## config.mk

```make
export PLATFORM = sky130hd
export DESIGN_NAME = periodic_timer_queue
export DESIGN_NICKNAME = d
export VERILOG_FILES = /design/src/rtl/ptq_pkg.sv /design/src/rtl/ptq_front.sv /design/src/rtl/ptq_rsp_queue.sv /design/src/rtl/ptq_back.sv /design/src/rtl/periodic_timer_queue.sv
export SDC_FILE = /design/constraint.sdc
export NUM_CORES = 2
export LEC_CHECK = 0
export ABC_AREA = 1
export BUFFER_PORTS_ARGS = -buffer_cell sky130_fd_sc_hd__buf_2
export CAP_MARGIN = 20
export CELL_PAD_IN_SITES_DETAIL_PLACEMENT = 0
export CELL_PAD_IN_SITES_GLOBAL_PLACEMENT = 1
export CORE_ASPECT_RATIO = 0.5
export CORE_MARGIN = 2
export CORE_UTILIZATION = 45
export DETAILED_ROUTE_END_ITERATION = 12
export PLACE_DENSITY_LB_ADDON = 0.1
export SETUP_SLACK_MARGIN = 0.4
export SYNTH_ARGS = -nofsm -noshare
export SYNTH_HDL_FRONTEND = slang
export SYNTH_SLANG_ARGS = --single-unit
export TNS_END_PERCENT = 5
```

## constraint.sdc

```tcl
create_clock -name clock -period 8.74 [get_ports clock]
set_input_delay 1.748 -clock clock [delete_from_list [all_inputs] [get_ports clock]]
set_output_delay 1.748 -clock clock [all_outputs]
set_load 0.01 [all_outputs]
```

## src/rtl/ptq_pkg.sv

```systemverilog
// ----------------------------------------------------------------------------
// ptq_pkg: shared types and constants of the periodic timer queue
// Command and status codes, transaction structs and the sequencer states.
// ----------------------------------------------------------------------------
package ptq_pkg;

   localparam int MAX_TIMERS   = 16;
   localparam int ID_W         = 4;
   localparam int CNT_W        = 5;
   localparam int TIME_WIDTH   = 48;
   localparam int PERIOD_W     = 31;
   localparam int MIN_W        = 16;
   localparam logic [MIN_W-1:0] MIN_RESET = 16'd5;

   typedef enum logic [1:0] {
      CMD_ADD     = 2'd0,
      CMD_TICK    = 2'd1,
      CMD_RELEASE = 2'd2,
      CMD_CLEAR   = 2'd3
   } cmd_type;

   typedef enum logic [2:0] {
      ST_ADDED    = 3'd0,
      ST_FIRED    = 3'd1,
      ST_TOOSMALL = 3'd2,
      ST_FULL     = 3'd3,
      ST_RELEASED = 3'd4,
      ST_UNKNOWN  = 3'd5,
      ST_CLEARED  = 3'd6
   } status_type;

   typedef enum logic [2:0] {
      S_IDLE, S_INS, S_FIRE, S_REARM, S_FIND, S_DEL, S_EMIT
   } state_type;

   typedef struct packed {
      logic [1:0]            cmd;
      logic [PERIOD_W-1:0]   interval_ms;
      logic [TIME_WIDTH-1:0] now_ms;
      logic [ID_W-1:0]       target_id;
   } req_type;

   typedef struct packed {
      logic [2:0]      status;
      logic [ID_W-1:0] slot_id;
      logic            last;
   } rsp_type;

endpackage

```

## src/rtl/ptq_front.sv

```systemverilog
// ----------------------------------------------------------------------------
// ptq_front: command queue
// Two-entry queue that takes request transactions and hands them to the back.
// ----------------------------------------------------------------------------
module ptq_front (
   input  logic             clock,
   input  logic             reset,
   input  logic             push,
   input  ptq_pkg::req_type push_data,
   output logic             full,
   input  logic             pop,
   output ptq_pkg::req_type pop_data,
   output logic             empty
);

   ptq_pkg::req_type mem_ff [2];
   logic       wr_ff, wr_in, rd_ff, rd_in;
   logic [1:0] cnt_ff, cnt_in;
   logic       do_push, do_pop;

   assign full     = (cnt_ff == 2'd2);
   assign empty    = (cnt_ff == 2'd0);
   assign do_push  = push && !full;
   assign do_pop   = pop && !empty;
   assign pop_data = mem_ff[rd_ff];

   // advance pointers and count
   always_comb begin
      wr_in  = do_push ? ~wr_ff : wr_ff;
      rd_in  = do_pop ? ~rd_ff : rd_ff;
      cnt_in = cnt_ff + {1'b0, do_push} - {1'b0, do_pop};
   end

   always_ff @(posedge clock) begin
      if (reset) begin
         wr_ff  <= 1'b0;
         rd_ff  <= 1'b0;
         cnt_ff <= 2'd0;
      end else begin
         wr_ff  <= wr_in;
         rd_ff  <= rd_in;
         cnt_ff <= cnt_in;
      end
   end

   // store entry
   always_ff @(posedge clock) begin
      if (do_push) begin
         mem_ff[wr_ff] <= push_data;
      end
   end

endmodule

```

## src/rtl/ptq_rsp_queue.sv

```systemverilog
// ----------------------------------------------------------------------------
// ptq_rsp_queue: result queue
// Four-entry queue between the sequencer and the result channel.
// ----------------------------------------------------------------------------
module ptq_rsp_queue (
   input  logic             clock,
   input  logic             reset,
   input  logic             push,
   input  ptq_pkg::rsp_type push_data,
   output logic             full,
   input  logic             pop,
   output ptq_pkg::rsp_type pop_data,
   output logic             empty
);

   ptq_pkg::rsp_type mem_ff [4];
   logic [1:0] wr_ff, wr_in, rd_ff, rd_in;
   logic [2:0] cnt_ff, cnt_in;
   logic       do_push, do_pop;

   assign full     = (cnt_ff == 3'd4);
   assign empty    = (cnt_ff == 3'd0);
   assign do_push  = push && !full;
   assign do_pop   = pop && !empty;
   assign pop_data = mem_ff[rd_ff];

   // advance pointers and count
   always_comb begin
      wr_in  = do_push ? wr_ff + 2'd1 : wr_ff;
      rd_in  = do_pop ? rd_ff + 2'd1 : rd_ff;
      cnt_in = cnt_ff + {2'b0, do_push} - {2'b0, do_pop};
   end

   always_ff @(posedge clock) begin
      if (reset) begin
         wr_ff  <= 2'd0;
         rd_ff  <= 2'd0;
         cnt_ff <= 3'd0;
      end else begin
         wr_ff  <= wr_in;
         rd_ff  <= rd_in;
         cnt_ff <= cnt_in;
      end
   end

   // store entry
   always_ff @(posedge clock) begin
      if (do_push) begin
         mem_ff[wr_ff] <= push_data;
      end
   end

endmodule

```

## src/rtl/ptq_back.sv

```systemverilog
// ----------------------------------------------------------------------------
// ptq_back: timer table sequencer
// Holds the timer table and the deadline-ordered list and carries out one
// command at a time: sorted insertion one compare per cycle, expiry from the
// head of the list, release by scan and shift.
// ----------------------------------------------------------------------------
module ptq_back (
   input  logic                         clock,
   input  logic                         reset,
   input  logic                         csr_we,
   input  logic [ptq_pkg::MIN_W-1:0]    csr_wdata,
   input  logic                         cmd_empty,
   input  ptq_pkg::req_type             cmd_data,
   output logic                         cmd_pop,
   input  logic                         rsp_full,
   output logic                         rsp_push,
   output ptq_pkg::rsp_type             rsp_data
);

   localparam int N  = ptq_pkg::MAX_TIMERS;
   localparam int IW = ptq_pkg::ID_W;
   localparam int CW = ptq_pkg::CNT_W;
   localparam int TW = ptq_pkg::TIME_WIDTH;
   localparam int PW = ptq_pkg::PERIOD_W;

   ptq_pkg::state_type state_ff, state_in;

   logic [TW-1:0]  deadline_ff [N];
   logic [PW-1:0]  period_ff   [N];
   logic [IW-1:0]  order_ff    [N];
   logic [IW-1:0]  fired_ff    [N];
   logic [N-1:0]   valid_ff, valid_in;
   logic [CW-1:0]  count_ff, count_in;
   logic [ptq_pkg::MIN_W-1:0] min_ff;

   ptq_pkg::req_type cur_ff, cur_in;
   ptq_pkg::rsp_type pend_ff, pend_in;
   logic           has_pend_ff, has_pend_in;
   logic           ret_rearm_ff, ret_rearm_in;
   logic [CW-1:0]  idx_ff, idx_in;
   logic [CW-1:0]  nf_ff, nf_in;
   logic [CW-1:0]  j_ff, j_in;
   logic [IW-1:0]  ins_slot_ff, ins_slot_in;

   // write strobes for the table
   logic           dl_we, per_we;
   logic [IW-1:0]  dl_addr;
   logic [TW-1:0]  dl_data;
   logic           ord_we, ord_shift;
   logic [IW-1:0]  ord_addr, ord_data;
   logic           fired_we;

   logic [IW-1:0]  free_slot;
   logic [TW:0]    arm_sum;
   logic [TW-1:0]  arm_val;
   logic [PW-1:0]  arm_per;
   logic [IW-1:0]  prev_slot, head_slot, rearm_slot;
   logic           head_due;

   // lowest free slot
   always_comb begin
      free_slot = '0;
      for (int k = N - 1; k >= 0; k--) begin
         if (!valid_ff[k]) free_slot = IW'(k);
      end
   end

   // arm time, saturating
   assign rearm_slot = fired_ff[j_ff[IW-1:0]];
   assign arm_per    = (state_ff == ptq_pkg::S_IDLE) ? cmd_data.interval_ms
                                                      : period_ff[rearm_slot];
   assign arm_sum    = {1'b0, (state_ff == ptq_pkg::S_IDLE) ? cmd_data.now_ms : cur_ff.now_ms}
                       + {{(TW + 1 - PW){1'b0}}, arm_per};
   assign arm_val    = arm_sum[TW] ? {TW{1'b1}} : arm_sum[TW-1:0];

   assign prev_slot  = order_ff[IW'(idx_ff - CW'(1))];
   assign head_slot  = order_ff[0];
   assign head_due   = (nf_ff != CW'(N)) && (count_ff != '0)
                       && (deadline_ff[head_slot] <= cur_ff.now_ms);

   // state register
   always_ff @(posedge clock) begin
      if (reset) begin
         state_ff    <= ptq_pkg::S_IDLE;
         valid_ff    <= '0;
         count_ff    <= '0;
         has_pend_ff <= 1'b0;
         min_ff      <= ptq_pkg::MIN_RESET;
      end else begin
         state_ff    <= state_in;
         valid_ff    <= valid_in;
         count_ff    <= count_in;
         has_pend_ff <= has_pend_in;
         if (csr_we) min_ff <= csr_wdata;
      end
   end

   // working registers
   always_ff @(posedge clock) begin
      cur_ff       <= cur_in;
      pend_ff      <= pend_in;
      ret_rearm_ff <= ret_rearm_in;
      idx_ff       <= idx_in;
      nf_ff        <= nf_in;
      j_ff         <= j_in;
      ins_slot_ff  <= ins_slot_in;
   end

   // table storage
   always_ff @(posedge clock) begin
      if (dl_we) deadline_ff[dl_addr] <= dl_data;
      if (per_we) period_ff[dl_addr] <= cur_in.interval_ms;
      if (fired_we) fired_ff[nf_ff[IW-1:0]] <= head_slot;
      if (ord_shift) begin
         for (int k = 0; k < N - 1; k++) order_ff[k] <= order_ff[k + 1];
      end else if (ord_we) begin
         order_ff[ord_addr] <= ord_data;
      end
   end

   // next state and outputs
   always_comb begin
      state_in     = state_ff;
      valid_in     = valid_ff;
      count_in     = count_ff;
      cur_in       = cur_ff;
      pend_in      = pend_ff;
      has_pend_in  = has_pend_ff;
      ret_rearm_in = ret_rearm_ff;
      idx_in       = idx_ff;
      nf_in        = nf_ff;
      j_in         = j_ff;
      ins_slot_in  = ins_slot_ff;
      dl_we        = 1'b0;
      per_we       = 1'b0;
      dl_addr      = ins_slot_ff;
      dl_data      = arm_val;
      ord_we       = 1'b0;
      ord_shift    = 1'b0;
      ord_addr     = idx_ff[IW-1:0];
      ord_data     = ins_slot_ff;
      fired_we     = 1'b0;
      cmd_pop      = 1'b0;
      rsp_push     = 1'b0;
      rsp_data     = pend_ff;
      case (state_ff)
         ptq_pkg::S_IDLE: begin
            if (!cmd_empty) begin
               cmd_pop = 1'b1;
               cur_in  = cmd_data;
               pend_in = '{status: ptq_pkg::ST_CLEARED, slot_id: '0, last: 1'b1};
               case (cmd_data.cmd)
                  ptq_pkg::CMD_ADD: begin
                     if (cmd_data.interval_ms < {{(PW - ptq_pkg::MIN_W){1'b0}}, min_ff}) begin
                        pend_in.status = ptq_pkg::ST_TOOSMALL;
                        state_in = ptq_pkg::S_EMIT;
                     end else if (count_ff == CW'(N)) begin
                        pend_in.status = ptq_pkg::ST_FULL;
                        state_in = ptq_pkg::S_EMIT;
                     end else begin
                        pend_in.status  = ptq_pkg::ST_ADDED;
                        pend_in.slot_id = free_slot;
                        valid_in[free_slot] = 1'b1;
                        dl_we        = 1'b1;
                        per_we       = 1'b1;
                        dl_addr      = free_slot;
                        ins_slot_in  = free_slot;
                        idx_in       = count_ff;
                        ret_rearm_in = 1'b0;
                        state_in     = ptq_pkg::S_INS;
                     end
                  end
                  ptq_pkg::CMD_TICK: begin
                     nf_in       = '0;
                     has_pend_in = 1'b0;
                     state_in    = ptq_pkg::S_FIRE;
                  end
                  ptq_pkg::CMD_RELEASE: begin
                     pend_in.slot_id = cmd_data.target_id;
                     idx_in = '0;
                     if (valid_ff[cmd_data.target_id]) begin
                        state_in = ptq_pkg::S_FIND;
                     end else begin
                        pend_in.status = ptq_pkg::ST_UNKNOWN;
                        state_in = ptq_pkg::S_EMIT;
                     end
                  end
                  default: begin
                     valid_in = '0;
                     count_in = '0;
                     state_in = ptq_pkg::S_EMIT;
                  end
               endcase
            end
         end
         // walk down from the tail, shifting later deadlines up one place
         ptq_pkg::S_INS: begin
            if (idx_ff != '0 && deadline_ff[prev_slot] > deadline_ff[ins_slot_ff]) begin
               ord_we   = 1'b1;
               ord_data = prev_slot;
               idx_in   = idx_ff - CW'(1);
            end else begin
               ord_we   = 1'b1;
               count_in = count_ff + CW'(1);
               state_in = ret_rearm_ff ? ptq_pkg::S_REARM : ptq_pkg::S_EMIT;
            end
         end
         // pop due timers from the head; hold back one result to mark last
         ptq_pkg::S_FIRE: begin
            if (head_due) begin
               if (!has_pend_ff || !rsp_full) begin
                  rsp_push       = has_pend_ff;
                  rsp_data.last  = 1'b0;
                  pend_in        = '{status: ptq_pkg::ST_FIRED, slot_id: head_slot,
                                     last: 1'b1};
                  has_pend_in    = 1'b1;
                  fired_we       = 1'b1;
                  ord_shift      = 1'b1;
                  count_in       = count_ff - CW'(1);
                  nf_in          = nf_ff + CW'(1);
               end
            end else if (!has_pend_ff) begin
               state_in = ptq_pkg::S_IDLE;
            end else if (!rsp_full) begin
               rsp_push    = 1'b1;
               has_pend_in = 1'b0;
               j_in        = '0;
               state_in    = ptq_pkg::S_REARM;
            end
         end
         // re-arm fired timers in firing order and insert each sorted
         ptq_pkg::S_REARM: begin
            if (j_ff == nf_ff) begin
               state_in = ptq_pkg::S_IDLE;
            end else begin
               dl_we        = 1'b1;
               dl_addr      = rearm_slot;
               ins_slot_in  = rearm_slot;
               idx_in       = count_ff;
               ret_rearm_in = 1'b1;
               j_in         = j_ff + CW'(1);
               state_in     = ptq_pkg::S_INS;
            end
         end
         // search the list for the slot to release
         ptq_pkg::S_FIND: begin
            if (idx_ff == count_ff) begin
               valid_in[cur_ff.target_id] = 1'b0;
               pend_in.status = ptq_pkg::ST_UNKNOWN;
               state_in = ptq_pkg::S_EMIT;
            end else if (order_ff[idx_ff[IW-1:0]] == cur_ff.target_id) begin
               state_in = ptq_pkg::S_DEL;
            end else begin
               idx_in = idx_ff + CW'(1);
            end
         end
         // close the gap one entry a cycle
         ptq_pkg::S_DEL: begin
            if (idx_ff + CW'(1) < count_ff) begin
               ord_we   = 1'b1;
               ord_data = order_ff[IW'(idx_ff + CW'(1))];
               idx_in   = idx_ff + CW'(1);
            end else begin
               count_in = count_ff - CW'(1);
               valid_in[cur_ff.target_id] = 1'b0;
               pend_in.status = ptq_pkg::ST_RELEASED;
               state_in = ptq_pkg::S_EMIT;
            end
         end
         ptq_pkg::S_EMIT: begin
            if (!rsp_full) begin
               rsp_push = 1'b1;
               state_in = ptq_pkg::S_IDLE;
            end
         end
         default: state_in = ptq_pkg::S_IDLE;
      endcase
   end

endmodule

```

## src/rtl/periodic_timer_queue.sv

```systemverilog
// ----------------------------------------------------------------------------
// periodic_timer_queue: sorted deadline timer table
// Top level: command queue, table sequencer and result queue.
// ----------------------------------------------------------------------------
// Usage:
//   Commands enter on the req_ queue port (push/full): add, tick, release,
//   clear. Results leave on the rsp_ queue port (empty/pop); every command
//   gives one result except a tick, which gives one per fired timer (none
//   when nothing is due). The last result of a command carries rsp_last.
//   csr_we/csr_wdata write the minimum interval (reset value 5).
// Timing:
//   A two-entry command queue takes transactions while the sequencer works.
//   An accepted add inserts the new timer with one deadline compare per cycle.
//   Release answers an invalid slot without a scan; else it scans the list,
//   then shifts one entry per cycle to close the gap.
//   A tick first pops the due timers from the head of the list, then
//   re-inserts each one with the single-compare insertion loop.
// Reset:
//   Reset empties the table and both queues and restores the minimum.
// Stall:
//   When the result side does not pop, the four-entry result queue fills,
//   the sequencer holds, and then full rises on the command side.
// ----------------------------------------------------------------------------
module periodic_timer_queue (
   input  logic                              clock,
   input  logic                              reset,
   input  logic                              push,
   output logic                              full,
   input  logic [1:0]                        req_cmd,
   input  logic [ptq_pkg::PERIOD_W-1:0]      req_interval_ms,
   input  logic [ptq_pkg::TIME_WIDTH-1:0]    req_now_ms,
   input  logic [ptq_pkg::ID_W-1:0]          req_target_id,
   output logic                              empty,
   input  logic                              pop,
   output logic [2:0]                        rsp_status,
   output logic [ptq_pkg::ID_W-1:0]          rsp_slot_id,
   output logic                              rsp_last,
   input  logic                              csr_we,
   input  logic [ptq_pkg::MIN_W-1:0]         csr_wdata
);

   ptq_pkg::req_type req_data, cmd_data;
   ptq_pkg::rsp_type seq_rsp, out_rsp;
   logic cmd_empty, cmd_pop, rsp_full, rsp_push;

   assign req_data = '{cmd: req_cmd, interval_ms: req_interval_ms,
                       now_ms: req_now_ms, target_id: req_target_id};

   ptq_front u_front (
      .clock(clock), .reset(reset),
      .push(push), .push_data(req_data), .full(full),
      .pop(cmd_pop), .pop_data(cmd_data), .empty(cmd_empty)
   );

   ptq_back u_back (
      .clock(clock), .reset(reset),
      .csr_we(csr_we), .csr_wdata(csr_wdata),
      .cmd_empty(cmd_empty), .cmd_data(cmd_data), .cmd_pop(cmd_pop),
      .rsp_full(rsp_full), .rsp_push(rsp_push), .rsp_data(seq_rsp)
   );

   ptq_rsp_queue u_rsp (
      .clock(clock), .reset(reset),
      .push(rsp_push), .push_data(seq_rsp), .full(rsp_full),
      .pop(pop), .pop_data(out_rsp), .empty(empty)
   );

   assign rsp_status  = out_rsp.status;
   assign rsp_slot_id = out_rsp.slot_id;
   assign rsp_last    = out_rsp.last;

endmodule

```

# Yosys cells after proc, flatten, opt, wreduce, memory -nomap -nowiden

Memories as Yosys holds them, arrays and structs flattened. A register that Yosys moved wholly into a read port is not among the register bits.
Index checks and enable logic that the tools add are counted.

$add $sub $neg: 13
Bitwise logic cells: 6
Reduce and logical (&&, ||, !) cells: 42
Order comparisons: 9
Multiplexer cells: 156
Eq/ne operators: 42

Operators with widths:

| operator              | count |
|---|---|
| $mux W83              | 2 |
| $mux W4               | 29 |
| $mux W5               | 22 |
| $mux W48              | 2 |
| $mux W16              | 5 |
| $mux W1               | 50 |
| $add A48 B31 Y49      | 1 |
| $gt A48 B48 Y1        | 1 |
| $le A48 B48 Y1        | 1 |
| $pmux W16 S3          | 1 |
| $mux W3               | 14 |
| $pmux W5 S2           | 4 |
| $pmux W16 S2          | 1 |
| $lt A31 B16 Y1        | 1 |
| $mux W31              | 1 |
| $ne A2 B2 Y1 const B  | 15 |
| $pmux W5 S5           | 1 |
| $mux W8               | 3 |
| $pmux W3 S7           | 1 |
| $reduce_and A7 Y1     | 3 |
| $add A5 B1 Y5 const B | 4 |
| $pmux W5 S4           | 1 |
| $and A16 B16 Y16      | 1 |
| $not A16 Y16          | 1 |
| 48 further kinds      | 103 |

RAM bits: 1,594
Register bits after elaboration: 163
Logic and storage cells: 296
Memories kept: 6

Memory list:

| name               | depth | width | read ports | clocked after Yosys merged registers in | wr ports | line                | source |
|---|---|---|---|---|---|---|---|
| u_back.deadline_ff | 16    | 48    | 3          | 1                                       | 1        | ptq_back.sv:28      | `logic [TW-1:0] deadline_ff [N];` |
| u_back.period_ff   | 16    | 31    | 1          | 0                                       | 1        | ptq_back.sv:29      | `logic [PW-1:0] period_ff [N];` |
| u_front.mem_ff     | 2     | 85    | 1          | 1                                       | 1        | ptq_front.sv:16     | `ptq_pkg::req_type mem_ff [2];` |
| u_back.fired_ff    | 16    | 4     | 1          | 1                                       | 1        | ptq_back.sv:31      | `logic [IW-1:0] fired_ff [N];` |
| u_back.order_ff    | 16    | 4     | 19         | 1                                       | 15       | ptq_back.sv:30      | `logic [IW-1:0] order_ff [N];` |
| u_rsp.mem_ff       | 4     | 8     | 1          | 1                                       | 1        | ptq_rsp_queue.sv:16 | `ptq_pkg::rsp_type mem_ff [4];` |

# Longest topological paths before layout

Word-level depth: 26
Gate-level depth with buffers: 36
Gate-level depth less buffers: 32

# Cells and area by module

A second synthesis with hierarchy kept.

Cells, all modules: 9,737
Area total of the unflattened synthesis: 92,023.3 µm²

Modules (own cells, without submodules):

| module        | area an instance (µm²) | instances | cells each |
|---|---|---|---|
| ptq_back      | 83,953.0               | 1         | 9,290 |
| ptq_front     | 6,392.4                | 1         | 303 |
| ptq_rsp_queue | 1,677.9                | 1         | 144 |

# Worst setup path after synthesis

OpenSTA, ideal clock, no wires.

Path type: reg2reg
From: register with a tool-made name
To: memory u_back.deadline_ff[13][0] (netlist name) (enable)
Path buffers: 4
Required time: 8.227 ns
Slack: 2.140 ns
Data arrival time: 6.087 ns
Cell stages (with the launch flop): 24
Cell sequence: dfxtp_1 buf_4 inv_2 buf_6 buf_2 clkbuf_1 or2_2 o21ai_0 inv_1 ha_1 nand2_1 nor4_1 nand2_1 nand2_1 nand2_1 nand2_2 nand3_2 nor2_4 nand2_1 nand3_2 nand2_4 clkinv_2 nand2_4 nor3_1

RTL lines:

| what             | line |
|---|---|
| end: declaration | ptq_back.sv:28 |

==> impl_metrics.ini <==
[run_status]
status = finished clean

[clock_network]
cts_max_path_buffers = 4
cts_tree = built
h-tree-depth = 4
numCtsBuffers = 176
cts_resized = 0
ctsRootBufferMaster = clkbuf_16
ctsHoldBuffers = 0
clk_latency_ps = 870
cts_setup_buffers = 0
clk_pin_slew_ps = 70
numClockSinks = 1767

[sta]
final_max_slew_viol_count = 0
finalCriticalPeriod_ps = 7960
rsz0062_at_grt = yes
fmax_ghz = 0.126
hold_violations = 0
skew_ps = 65.0
worst_pin_slew_ps = 1270
setup_violations = 0
finalSetupTns_ps = 0
relSlewSlack_pct = 14.2
post-route-period-util_pct = 91.0

[setup_path]
end_kind = flop
cp_top_family = simple AND/OR/NAND/NOR gates
arrival_ps = 8540
worst_path_largest_cell_delay_ps = 610
crit_fanout = 93
crit_slowest_cell = nand2_8
critical_path_required_ps = 9320
start_kind = flop
cp_common_cell = nand2_1
worst-path-buf-inv = 7
crit_type = reg2reg

[synth]
dominantRegCellSynth = edfxtp_1
syn_inst = 9807
synth-edff-count = 1669
synth_cell_types = 64
syn_area_sq_um = 92400
synth_most_common_cell = edfxtp_1
synth-async-reset-ratio_pct = 0
synth_commonest_cells = 1669 x edfxtp_1, 1573 x nand2_1, 1280 x o21ai_0
synthDominantCellAreaShare_pct = 54.3
avgSynthCellArea_sq_um = 9.42
syn_nets = 10100
yosys.area.top_type = edfxtp_1
seq_area_frac_synth_pct = 56.4
ys_top_cells_by_area = edfxtp_1 54%, o21ai_0 6.9%, nand2_1 6.4%, a21oi_1 5.3%, o211ai_1 5.2%
ys_warn_count = 0
ys_ff_latch = 1767

[placement]
gp_congestion = 0.856
dp_hpwl_um = 195000
port_buffers = 115

[floorplanning]
rows = 117
initial_utilization_pct = 45.3
die_h_um = 324
dieArea_sq_um = 209000
pin_count = 116
core_sq_um = 204000
die_x_um = 645

[detailed_routing]
drtPass1Iterations = 6
wl_per_cell_um = 26.5
first_iter_violations = 10000
ant_nets = 0
wl_um = 330000
routed_via_density = 6.02
dr_total_vias = 75100
drc = 0

[finish]
syn_to_final_growth_pct = 9.49
nets = 9879
drive_above_1_share_pct = 8.67

[grt]
grt_use_total_pct = 30.7
grt.met2_usage_pct = 44.9
grt_pass1_vias = 68100
antenna_found_initial = 9
grt.busiest_layer = met1
grt_max_degree = 211
grt_util_met1_pct = 47.2
grt-ovfl-total = 0
grt_pass1_wl_um = 476000
use_met3_pct = 5.60

[run]
cap_viol_max_count = 0

[min_path]
min-delay-path-class = reg2reg
[metal layers]
| metal | vias to the layer above | part of all wire, % |
|---|---|---|
| met1 | 36300 | 46 |
| met3 | 504 | 9.7 |
| li1 | 34600 | - |
| met5 | - | 0 |
| met4 | 0 | 2.2 |
| met2 | 3689 | 42 |
[path summary, 6_finish.rpt]
path         slack, ps  cells past startpoint                    end              from
max                780                     30  u_back.order_ff[7][3]  u_back.idx_ff[1]
min                460                      2       u_back.min_ff[0]  u_back.min_ff[0]
max reg2reg        780                     30  u_back.order_ff[7][3]  u_back.idx_ff[1]
min reg2reg        460                      2       u_back.min_ff[0]  u_back.min_ff[0]
[flip-flops by register name, summed over array words and instances, names as in the netlist, 16 cells and up, named ones only]
signal,count
u_back.cur_ff,83
u_rsp.mem_ff,32
u_back.order_ff,64
u_front.mem_ff,170
u_back.min_ff,16
u_back.valid_ff,16
u_back.period_ff,496
u_back.deadline_ff,768
u_back.fired_ff,64
[stage by stage]
step | cell area (sq um) | std cells | util [%] | hold WS [ps] | worst slack [ps]
2_1_floorplan | 92400 | 9807 | - | 426 | 2140
3_3_place_gp | 95600 | 12200 | 46.9 | 431 | 828
3_5_place_dp | 95600 | 12200 | 46.9 | 453 | 749
4_1_cts | 101000 | 12500 | 49.6 | 466 | 723
5_1_grt | 101000 | 12500 | 49.6 | 482 | 336
6_report | 101000 | 12500 | 49.6 | 463 | 784
[kinds of logic (layout without fill, tap and decap cells)]
kind of cell             after synthesis  after routing  synth area share, %
AO/OA/AOI/OAI                       3151           3151                 19.5
XOR/XNOR                              37             37                0.375
adder cells (fa/ha/maj)              177            177                 2.42
buffers and inverters               1555           1479                 6.73
flip-flops                          1767           1767                 56.4
multiplexers                          11             11                0.119
other                                  0              1                    0
AND/OR/NAND/NOR                     3109           3109                 14.5
[layout make-up]
type / instances / area, sq um
clock buffer: 237 / 4840
sequential: 1767 / 52100
inverter: 867 / 3310
tap: 2737 / 3420
timing repair buffer: 299 / 2430
clock inverter: 76 / 658
fill: 18800 / 103000
antenna: 1 / 2.50
multi-input combinational: 6485 / 34400
[placed cells by master (no fill, tap or decap), drive strengths merged, types with 2 or more instances in the layout]
| cell type | synthesis | layout |
|---|---|---|
| a211oi | 4 | 4 |
| a21boi | 4 | 4 |
| a21o | 5 | 5 |
| a21oi | 983 | 983 |
| a22o | 4 | 4 |
| a22oi | 2 | 2 |
| a31o | 2 | 2 |
| a31oi | 34 | 34 |
| a32o | 3 | 3 |
| and3 | 2 | 2 |
| buf | 217 | 299 |
| bufinv | 0 | 10 |
| clkbuf | 471 | 237 |
| clkinv | 5 | 62 |
| clkinvlp | 0 | 6 |
| dfxtp | 98 | 98 |
| edfxtp | 1669 | 1669 |
| fa | 3 | 3 |
| ha | 174 | 174 |
| inv | 862 | 865 |
| mux2i | 11 | 11 |
| nand2 | 1584 | 1584 |
| nand3 | 753 | 753 |
| nand3b | 4 | 4 |
| nand4 | 20 | 20 |
| nor2 | 557 | 557 |
| nor3 | 44 | 44 |
| nor4 | 10 | 10 |
| o211ai | 639 | 639 |
| o21a | 14 | 14 |
| o21ai | 1322 | 1322 |
| o221ai | 93 | 93 |
| o22ai | 30 | 30 |
| o311ai | 3 | 3 |
| o31ai | 6 | 6 |
| or2 | 133 | 133 |
| xnor2 | 11 | 11 |
| xor2 | 26 | 26 |
[tightest hold or removal path, stage by stage, from the launching register on]
cell     delay [ps]
dfxtp_1         330
nand2_1          50
nand3_1          50
Power is left out: the tool's default activity adds up to more than one toggle a clock period on the data nets, which glitch-free logic cannot reach.
